==> config.mk <==
export PLATFORM = sky130hd
export DESIGN_NAME = lrpb_ctrl
export DESIGN_NICKNAME = d
export VERILOG_FILES = /design/src/rtl/lrpb_pkg.sv /design/src/rtl/lrpb_ctrl.sv
export SDC_FILE = /design/constraint.sdc
export NUM_CORES = 1
export LEC_CHECK = 0
export BUFFER_PORTS_ARGS = -buffer_cell sky130_fd_sc_hd__buf_4
export CAP_MARGIN = 40
export CORE_AREA = 5 5 42 44
export CTS_CLUSTER_DIAMETER = 100
export DETAILED_ROUTE_END_ITERATION = 8
export DIE_AREA = 0 0 47 49
export HOLD_SLACK_MARGIN = 0.08
export MAX_ROUTING_LAYER = met4
export PLACE_DENSITY_LB_ADDON = 0.05
export SLEW_MARGIN = 0
export SYNTH_ARGS = -nofsm -noshare
export SYNTH_HDL_FRONTEND = slang
export SYNTH_SLANG_ARGS = --single-unit
export TNS_END_PERCENT = 1
==> constraint.sdc <==
create_clock -name clk -period 2.1 [get_ports clk]
set_clock_uncertainty 0.2 [all_clocks]
set_input_delay 0 -clock clk [delete_from_list [all_inputs] [get_ports clk]]
set_output_delay 0 -clock clk [all_outputs]
set_load 0.05 [all_outputs]
==> src/rtl/lrpb_pkg.sv <==
// Shared types, register indexes and reset values of the local rank pixel binarizer.
package lrpb_pkg;

    localparam int DEF_MAX_WINDOW = 8;
    localparam int DEF_MAX_WIDTH  = 1024;
    localparam int DEF_PIXEL_BITS = 16;

    localparam int CFG_INDEX_BITS = 2;
    localparam int CFG_DATA_BITS  = 16;

    typedef enum logic [CFG_INDEX_BITS-1:0] {
        REG_WINDOW_SIZE  = 2'd0,
        REG_RANK_INDEX   = 2'd1,
        REG_IMAGE_WIDTH  = 2'd2,
        REG_IMAGE_HEIGHT = 2'd3
    } cfg_reg_t;

    localparam logic [3:0]  RST_WINDOW_SIZE  = 4'd8;
    localparam logic [5:0]  RST_RANK_INDEX   = 6'd32;
    localparam logic [10:0] RST_IMAGE_WIDTH  = 11'd1024;
    localparam logic [15:0] RST_IMAGE_HEIGHT = 16'd1024;

    typedef enum logic [1:0] {
        ST_IDLE,
        ST_SCAN,
        ST_DRAIN,
        ST_EMIT
    } ctrl_state_t;

    typedef struct packed {
        logic in_ready;
        logic accept;
        logic issue;
        logic load_out;
    } ctrl_cmd_t;

    typedef struct packed {
        logic in_band;
        logic scan_last;
        logic out_busy;
    } dp_status_t;

endpackage

==> src/rtl/lrpb_ctrl.sv <==
// Controller state machine sequencing accept, window scan and result hand-off.
module lrpb_ctrl (
    input  logic                clk,
    input  logic                rst_n,
    input  logic                in_valid,
    input  lrpb_pkg::dp_status_t status,
    output lrpb_pkg::ctrl_cmd_t  cmd
);
    import lrpb_pkg::*;

    ctrl_state_t state_reg;
    ctrl_state_t state_next;

    always_ff @(posedge clk or negedge rst_n)
    begin
        if (!rst_n)
        begin
            state_reg <= ST_IDLE;
        end
        else
        begin
            state_reg <= state_next;
        end
    end

    always_comb
    begin
        state_next = state_reg;
        case (state_reg)
            ST_IDLE:
            begin
                if (in_valid)
                begin
                    state_next = status.in_band ? ST_SCAN : ST_EMIT;
                end
            end
            ST_SCAN:
            begin
                if (status.scan_last)
                begin
                    state_next = ST_DRAIN;
                end
            end
            ST_DRAIN:
            begin
                state_next = ST_EMIT;
            end
            ST_EMIT:
            begin
                if (!status.out_busy)
                begin
                    state_next = ST_IDLE;
                end
            end
            default:
            begin
                state_next = ST_IDLE;
            end
        endcase
    end

    always_comb
    begin
        cmd = '0;
        case (state_reg)
            ST_IDLE:
            begin
                cmd.in_ready = 1'b1;
                cmd.accept   = in_valid;
            end
            ST_SCAN:
            begin
                cmd.issue = 1'b1;
            end
            ST_DRAIN:
            begin
                cmd = '0;
            end
            ST_EMIT:
            begin
                cmd.load_out = !status.out_busy;
            end
            default:
            begin
                cmd = '0;
            end
        endcase
    end

endmodule

; After elaboration in Yosys (flattened, before gate mapping)
; Index checks and enable logic that the tools add are counted.
[word_totals]
word_cells = 18
ff_bits = 2
out_inout_bits = 4
[op_classes]
reduce_logical = 3
n_eq_ne = 6
muxes = 8
[op_table]
columns = cell, n
row1 = 2-bit two-way mux, 5
row2 = 2-bit case mux with 4 select lines, 1
row3 = "2-bit inequality test, second input constant", 3
row4 = "2-bit == test, second input constant", 2
row5 = 3-bit AND reduction, 1
row6 = "2-bit by 1-bit == test with 1-bit output, second input constant", 1
row7 = 2-bit logical NOT, 1
row8 = 1-bit two-way mux, 2
row9 = 1-bit logical NOT, 1

; Depth between registers and ports, before layout
; Gate-level depths: netlist (run 1).
[depth]
ltp_word = 3
mapped_depth = 5

; Least setup slack after synthesis (run 1)
; No wires, ideal clock.
[synth_timing]
path_type = register to register
start = reg state_reg[0]
end = reg state_reg[0]
path_slack_ps = 322
required_time_ps = 1821
setup_ps = 79
arrival_ps = 1499
path_buffers = 0
stages_incl_launch_ff = 6
cell_sequence = dfrtp_1 -> inv_1 -> ha_1 -> inv_2 -> o221ai_2 -> mux2i_1
[synth_via]
elab_chain_len = 3
word_cells_on_any_way = 9
[synth_rtl]
columns = element, line
row1 = start: declaration, lrpb_ctrl.sv:11  ; ctrl_state_t state_reg;
row2 = start signal: assignment, lrpb_ctrl.sv:22  ; state_reg <= state_next;
row3 = "2-bit by 1-bit == test with 1-bit output, or another cell as far along", lrpb_ctrl.sv:29  ; case (state_reg)
row4 = 2-bit inequality test (no line), n/a
row5 = 3-bit AND reduction (no line), n/a
; Several ways; a longest one is shown, not always the timed one.
; A chain may end at the register's enable or synchronous reset.

; Final worst setup path (run 1)
[layout_timing]
start = reg state_reg[0]
end = reg state_reg[1]
; The elaborated chain is that of the path after synthesis.

==> impl_metrics.env, run 1 <==
export IMPL_core_area_mm2=0.00140
export IMPL_grt_pass1_vias=196
export IMPL_maxCapViolCount=0
export IMPL_grt_busiest_layer="met2"
export IMPL_yosysUniqueCellTypes=12
export IMPL_fin_total_pwr_uw=520
export IMPL_place_gp_congestion=0.647
export IMPL_drt_iter0_markers=1
export IMPL_portBuffers=9
export IMPL_hold_viol_final=0
export IMPL_ios=10
export IMPL_start_util_pct=13.2
export IMPL_startpoint_type="flop"
export IMPL_swShare_pct=49.9
export IMPL_pwr_share_clk_pct=16.3
export IMPL_clkTransAtPathRegs_ns=0.03
export IMPL_yosysSeqAreaShare_pct=27.0
export IMPL_final_common_cell="buf_4"
export IMPL_synth_avg_cell_area_um2=9.75
export IMPL_holdWs_ns=0.428
export IMPL_vias=181
export IMPL_crit_required_ns=2.04
export IMPL_slew_viol_final=0
export IMPL_worstPathMaxFanout=5
export IMPL_seqPwrFrac_pct=14.9
export IMPL_ys_seq_elements=2
export IMPL_ant_nets=0
export IMPL_cp_arrival_ns=1.49
export IMPL_antenna_found_initial=0
export IMPL_path_class="reg2reg"
export IMPL_startpoint="state_reg[0]"
export IMPL_grt_util_all_layers_pct=4.84
export IMPL_p_sw_uw=259
export IMPL_hp_class="reg2reg"
export IMPL_fin_crit_sh_pct=73.8
export IMPL_cts_buffers=3
export IMPL_post_cts_buffers=0
export IMPL_vias_per_cell=3.42
export IMPL_r2r_start="state_reg[0]"
export IMPL_cts_root_buf="clkbuf_4"
export IMPL_h_tree_depth=1
export IMPL_grt_pass1_wl_um=752
export IMPL_diodes=0
export IMPL_power_leakage_uw=0.000179
export IMPL_dr_pass1_iters=2
export IMPL_largest_reg_flops=2
export IMPL_die_height_um=49
export IMPL_powerDensity_mw_per_mm2=1460
export IMPL_grt_ovfl_total=0
export IMPL_met3_usage_pct=3.69
export IMPL_areaGrowthSynthToFinish_pct=91.9
export IMPL_outcome="completed"
export IMPL_rsz0062_at_grt="no"
export IMPL_fmax_ghz=0.646
export IMPL_die_x_um=47
export IMPL_cp_end_kind="flop"
export IMPL_cts_sinks=2
export IMPL_nets=49
export IMPL_p_comb_share_pct=68.8
export IMPL_synthCells=19
export IMPL_syn_nets=29
export IMPL_wl_per_cell_um=8.62
export IMPL_period_minus_slack_ns=1.55
export IMPL_dpl_hpwl_um=356
export IMPL_setup_violations_final=0
export IMPL_grt_max_degree=6
export IMPL_rows=14
export IMPL_met1_usage_pct=4.85
export IMPL_p_int_uw=260
export IMPL_clk_path_buf_depth=2
export IMPL_drc=0
export IMPL_utilization_pct=25.4
export IMPL_finalSetupTns_ns=0
export IMPL_vdd_drop_max_v=0.000452
export IMPL_yosys_warnings=0
export IMPL_die_area_mm2=0.00230
export IMPL_tightest_slew_ns=0.218
export IMPL_cts_tree="built"
export IMPL_slew_limit_headroom_pct=85.5
export IMPL_drt_total_wl_um=457
export IMPL_met2_usage_pct=6.56
export IMPL_synth_area_um2=185
export IMPL_most_common_layout_cells="buf_4 (9), dlygate4sd3_1 (6), ha_1 (4), inv_1 (3), clkbuf_4 (3)"
export IMPL_drive_above_1_share_pct=43.2
export IMPL_clk_latency_ns=0.22
export IMPL_hold_start="state_reg[1]"
## layer usage
layer  vias to the layer above  wire length [um]
li1                         97                 -
met1                        78               177
met2                         6               222
met3                         0                56
met4                         0                 0
met5                         -                 0
## power groups by stage
| stage | registers (uW) | logic, uW | clock network (uW) |
|---|---|---|---|
| floorplan | 74.4 | 277 | 0 |
| global placement | 78.9 | 363 | 0 |
| detailed placement | 77.5 | 358 | 0 |
| CTS | 77.0 | 367 | 91.3 |
| global route | 79.5 | 402 | 97.0 |
| finish | 77.2 | 358 | 84.8 |
## synthesized netlist by cell type, drive strengths merged
library cell	instances	area (um2)
dfrtp	2	50.1
nand2	1	3.75
and2	1	7.51
a21oi	1	5.00
inv	4	15.0
nor2	1	3.75
mux2i	2	20.0
o221ai	1	15.0
ha	4	50.1
nor2b	2	15.0
## critical path, stage by stage (launching register included)
cell and delay [ns]:
dfrtp_1 0.39, inv_1 0.10, ha_1 0.25, inv_2 0.06, o221ai_2 0.23, mux2i_1 0.23
## cell type report
class	count	area (um2)
fill	160	1050
clock buffer	3	22.5
multi-input combinational	13	120
sequential	2	50.0
tap	16	20.0
inverter	4	15.0
timing repair buffer	15	128
## stage by stage
stage          std cells  setup slack, ns  instance area, um2
3_3_place_gp          44            0.492                 273
2_1_floorplan         19            0.322                 185
5_1_grt               53            0.406                 355
6_report              53            0.551                 355
3_5_place_dp          44            0.521                 273
4_1_cts               53            0.514                 355
## timing repair
item / in CTS / in global routing
gates resized for setup: 0 / 0
endpoints found under the setup margin: 0 / 0
hold buffers: 6 / 0
endpoints found under the hold margin: 4 / 0
## kinds of logic after synthesis
group                    after synthesis  share of synthesized area, %
AND/OR/NAND/NOR                        5                          16.2
buffers and inverters                  4                          8.11
adder cells (fa/ha/maj)                4                          27.0
AO/OA/AOI/OAI                          2                          10.8
multiplexers                           2                          10.8
flip-flops                             2                          27.0
## final timing paths
| path | slack, ns | to | depth (start not counted) |
|---|---|---|---|
| min | 0.43 | state_reg[1] | 2 |
| max in group asynchronous | 1.13 | state_reg[1] | 3 |
| min in group asynchronous | 0.45 | state_reg[0] | 3 |
| min reg2reg | 0.43 | state_reg[1] | 2 |
| max reg2reg | 0.55 | state_reg[1] | 5 |
| max | 0.55 | state_reg[1] | 5 |
No activity file was read; power rests on OpenSTA's default activity.
==> inputs of run 2 (changes only) <==
==> constraint.sdc (replaced) <==
create_clock -name clk -period 1.5 [get_ports clk]
set_clock_uncertainty 0.2 [all_clocks]
set_input_delay 0 -clock clk [delete_from_list [all_inputs] [get_ports clk]]
set_output_delay 0 -clock clk [all_outputs]
set_load 0.05 [all_outputs]
==> impl_metrics.env, run 2 (synthesis gave the netlist of run 1 again) <==
export IMPL_min_path_cells=2
export IMPL_cp_num_buf_inv=2
export IMPL_wl_per_cell_um=9.58
export IMPL_path_class="reg2out"
export IMPL_drt_iter0_markers=0
export IMPL_die_area_mm2=0.00230
export IMPL_post_cts_buffers=0
export IMPL_rr_worst_depth=5
export IMPL_fmax_ghz=0.705
export IMPL_cts_sinks=2
export IMPL_areaGrowthSynthToFinish_pct=124
export IMPL_grt_pass1_wl_um=793
export IMPL_grt_max_degree=6
export IMPL_maxCapViolCount=0
export IMPL_die_height_um=49
export IMPL_ios=10
export IMPL_holdWs_ns=0.411
export IMPL_clkTransAtPathRegs_ns=0.03
export IMPL_crit_family="flip-flops"
export IMPL_rows=14
export IMPL_hp_class="reg2reg"
export IMPL_outcome="completed"
export IMPL_drive_above_1_share_pct=61.5
export IMPL_largest_reg_flops=2
export IMPL_cp_slowest_cell="dfrtp_1"
export IMPL_startpoint_type="flop"
export IMPL_hold_start="state_reg[0]"
export IMPL_setup_violations_final=0
export IMPL_portBuffers=9
export IMPL_seqCellArea_um2=50.0
export IMPL_dr_pass1_iters=1
export IMPL_cp_arrival_ns=1.22
export IMPL_diodes=0
export IMPL_h_tree_depth=1
export IMPL_clk_latency_ns=0.22
export IMPL_tightest_slew_ns=0.196
export IMPL_cp_cell_sequence="buf_4, ha_2, nor2b_1, buf_6"
export IMPL_powerDensity_mw_per_mm2=2120
export IMPL_clk_path_buf_depth=2
export IMPL_vias=198
export IMPL_worst_r2r_endpoint="state_reg[1]"
export IMPL_multi_input_area_um2=161
export IMPL_finalSetupTns_ns=0
export IMPL_dpl_hpwl_um=420
export IMPL_cp_end_kind="primary output"
export IMPL_fin_crit_sh_pct=94.6
export IMPL_slew_viol_final=0
export IMPL_hold_viol_final=0
export IMPL_power_leakage_uw=0.000188
export IMPL_ant_nets=0
export IMPL_crit_required_ns=1.30
export IMPL_crit_cells=4
export IMPL_critPathMaxStageDelay_ns=0.35
export IMPL_rsz0062_at_grt="no"
export IMPL_cts_buffers=3
export IMPL_grt_util_all_layers_pct=5.35
export IMPL_final_common_cell="buf_4"
export IMPL_drt_total_wl_um=527
export IMPL_place_gp_congestion=0.629
export IMPL_antenna_found_initial=0
export IMPL_most_common_layout_cells="buf_4 (10), dlygate4sd3_1 (6), inv_2 (3), clkbuf_4 (3)"
export IMPL_grt_pass1_vias=211
export IMPL_slew_limit_headroom_pct=87.0
export IMPL_r2r_start="state_reg[1]"
export IMPL_period_minus_slack_ns=1.42
export IMPL_r2r_slack_ns=0.09
export IMPL_core_area_mm2=0.00140
export IMPL_die_x_um=47
export IMPL_vdd_drop_max_v=0.000730
export IMPL_cts_root_buf="clkbuf_4"
export IMPL_n_fill_cell=164
export IMPL_drc=0
export IMPL_min_to="state_reg[0]"
export IMPL_nets=51
export IMPL_start_util_pct=13.2
export IMPL_vias_per_cell=3.60
export IMPL_grt_ovfl_total=0
export IMPL_worstPathMaxFanout=2
export IMPL_cts_tree="built"
[run 2: cell type report]
cell class,instances,share of cell area [%]
Clock buffer,3,5.42
Inverter,4,3.61
Multi-Input combinational cell,13,38.9
Sequential cell,2,12.0
Tap cell,16,4.82
Timing Repair Buffer,17,35.2
[run 2: what timing repair did]
action,in CTS,in global routing
endpoints found under the setup margin,0,3
resized for setup,0,4
hold endpoints to repair,4,0
hold buffers,6,0
[run 2: per-layer routing]
layer / part of all wire [%] / routed length [um] / GRT usage [%] / vias up
li1: - / - / - / 100
met1: 34 / 178 / 5.29 / 91
met2: 54 / 285 / 7.92 / 7
met3: 12 / 63 / 1.11 / 0
met4: 0 / 0 / 5.53 / 0
met5: 0 / 0 / - / -
[run 2: through the flow]
stage / utilization [%] / setup WS [ns] / instances / area [um2] / total power (uW)
floorplan: - / 0.00252 / 19 / 210 / 578
CTS: 28.2 / 0.0240 / 55 / 395 / 862
finish: 29.6 / 0.0808 / 55 / 415 / 880
detailed placement: 22.3 / 0.0377 / 46 / 313 / 722
global placement: 22.3 / 0.0335 / 46 / 313 / 716
global route: 29.6 / 0.0105 / 55 / 415 / 969
[run 2: where the power goes]
group / total [uW] / switching (uW) / internal, uW
Combinational: 659 / 383 / 276
Sequential: 103 / 17.5 / 85.6
Clock: 117 / 29.0 / 88.1
[run 2: worst register-to-register path: cells and delay by family, from the launching register on]
kind            cells  cell delay [ns]
buf+inv             2             0.16
fa+ha+maj           1             0.17
flops               1             0.37
compound gates      1             0.19
mux                 1             0.23
[run 2: worst max-delay path by stage]
stage	start	endpoint	slack, ns
after floorplan	state_reg[0]	cmd[0]	0.003
after global placement	state_reg[1]	state_reg[0]	0.03
after detailed placement	state_reg[1]	state_reg[1]	0.04
after CTS	state_reg[0]	cmd[0]	0.02
after global routing	state_reg[1]	state_reg[1]	0.01
final	state_reg[0]	cmd[0]	0.08
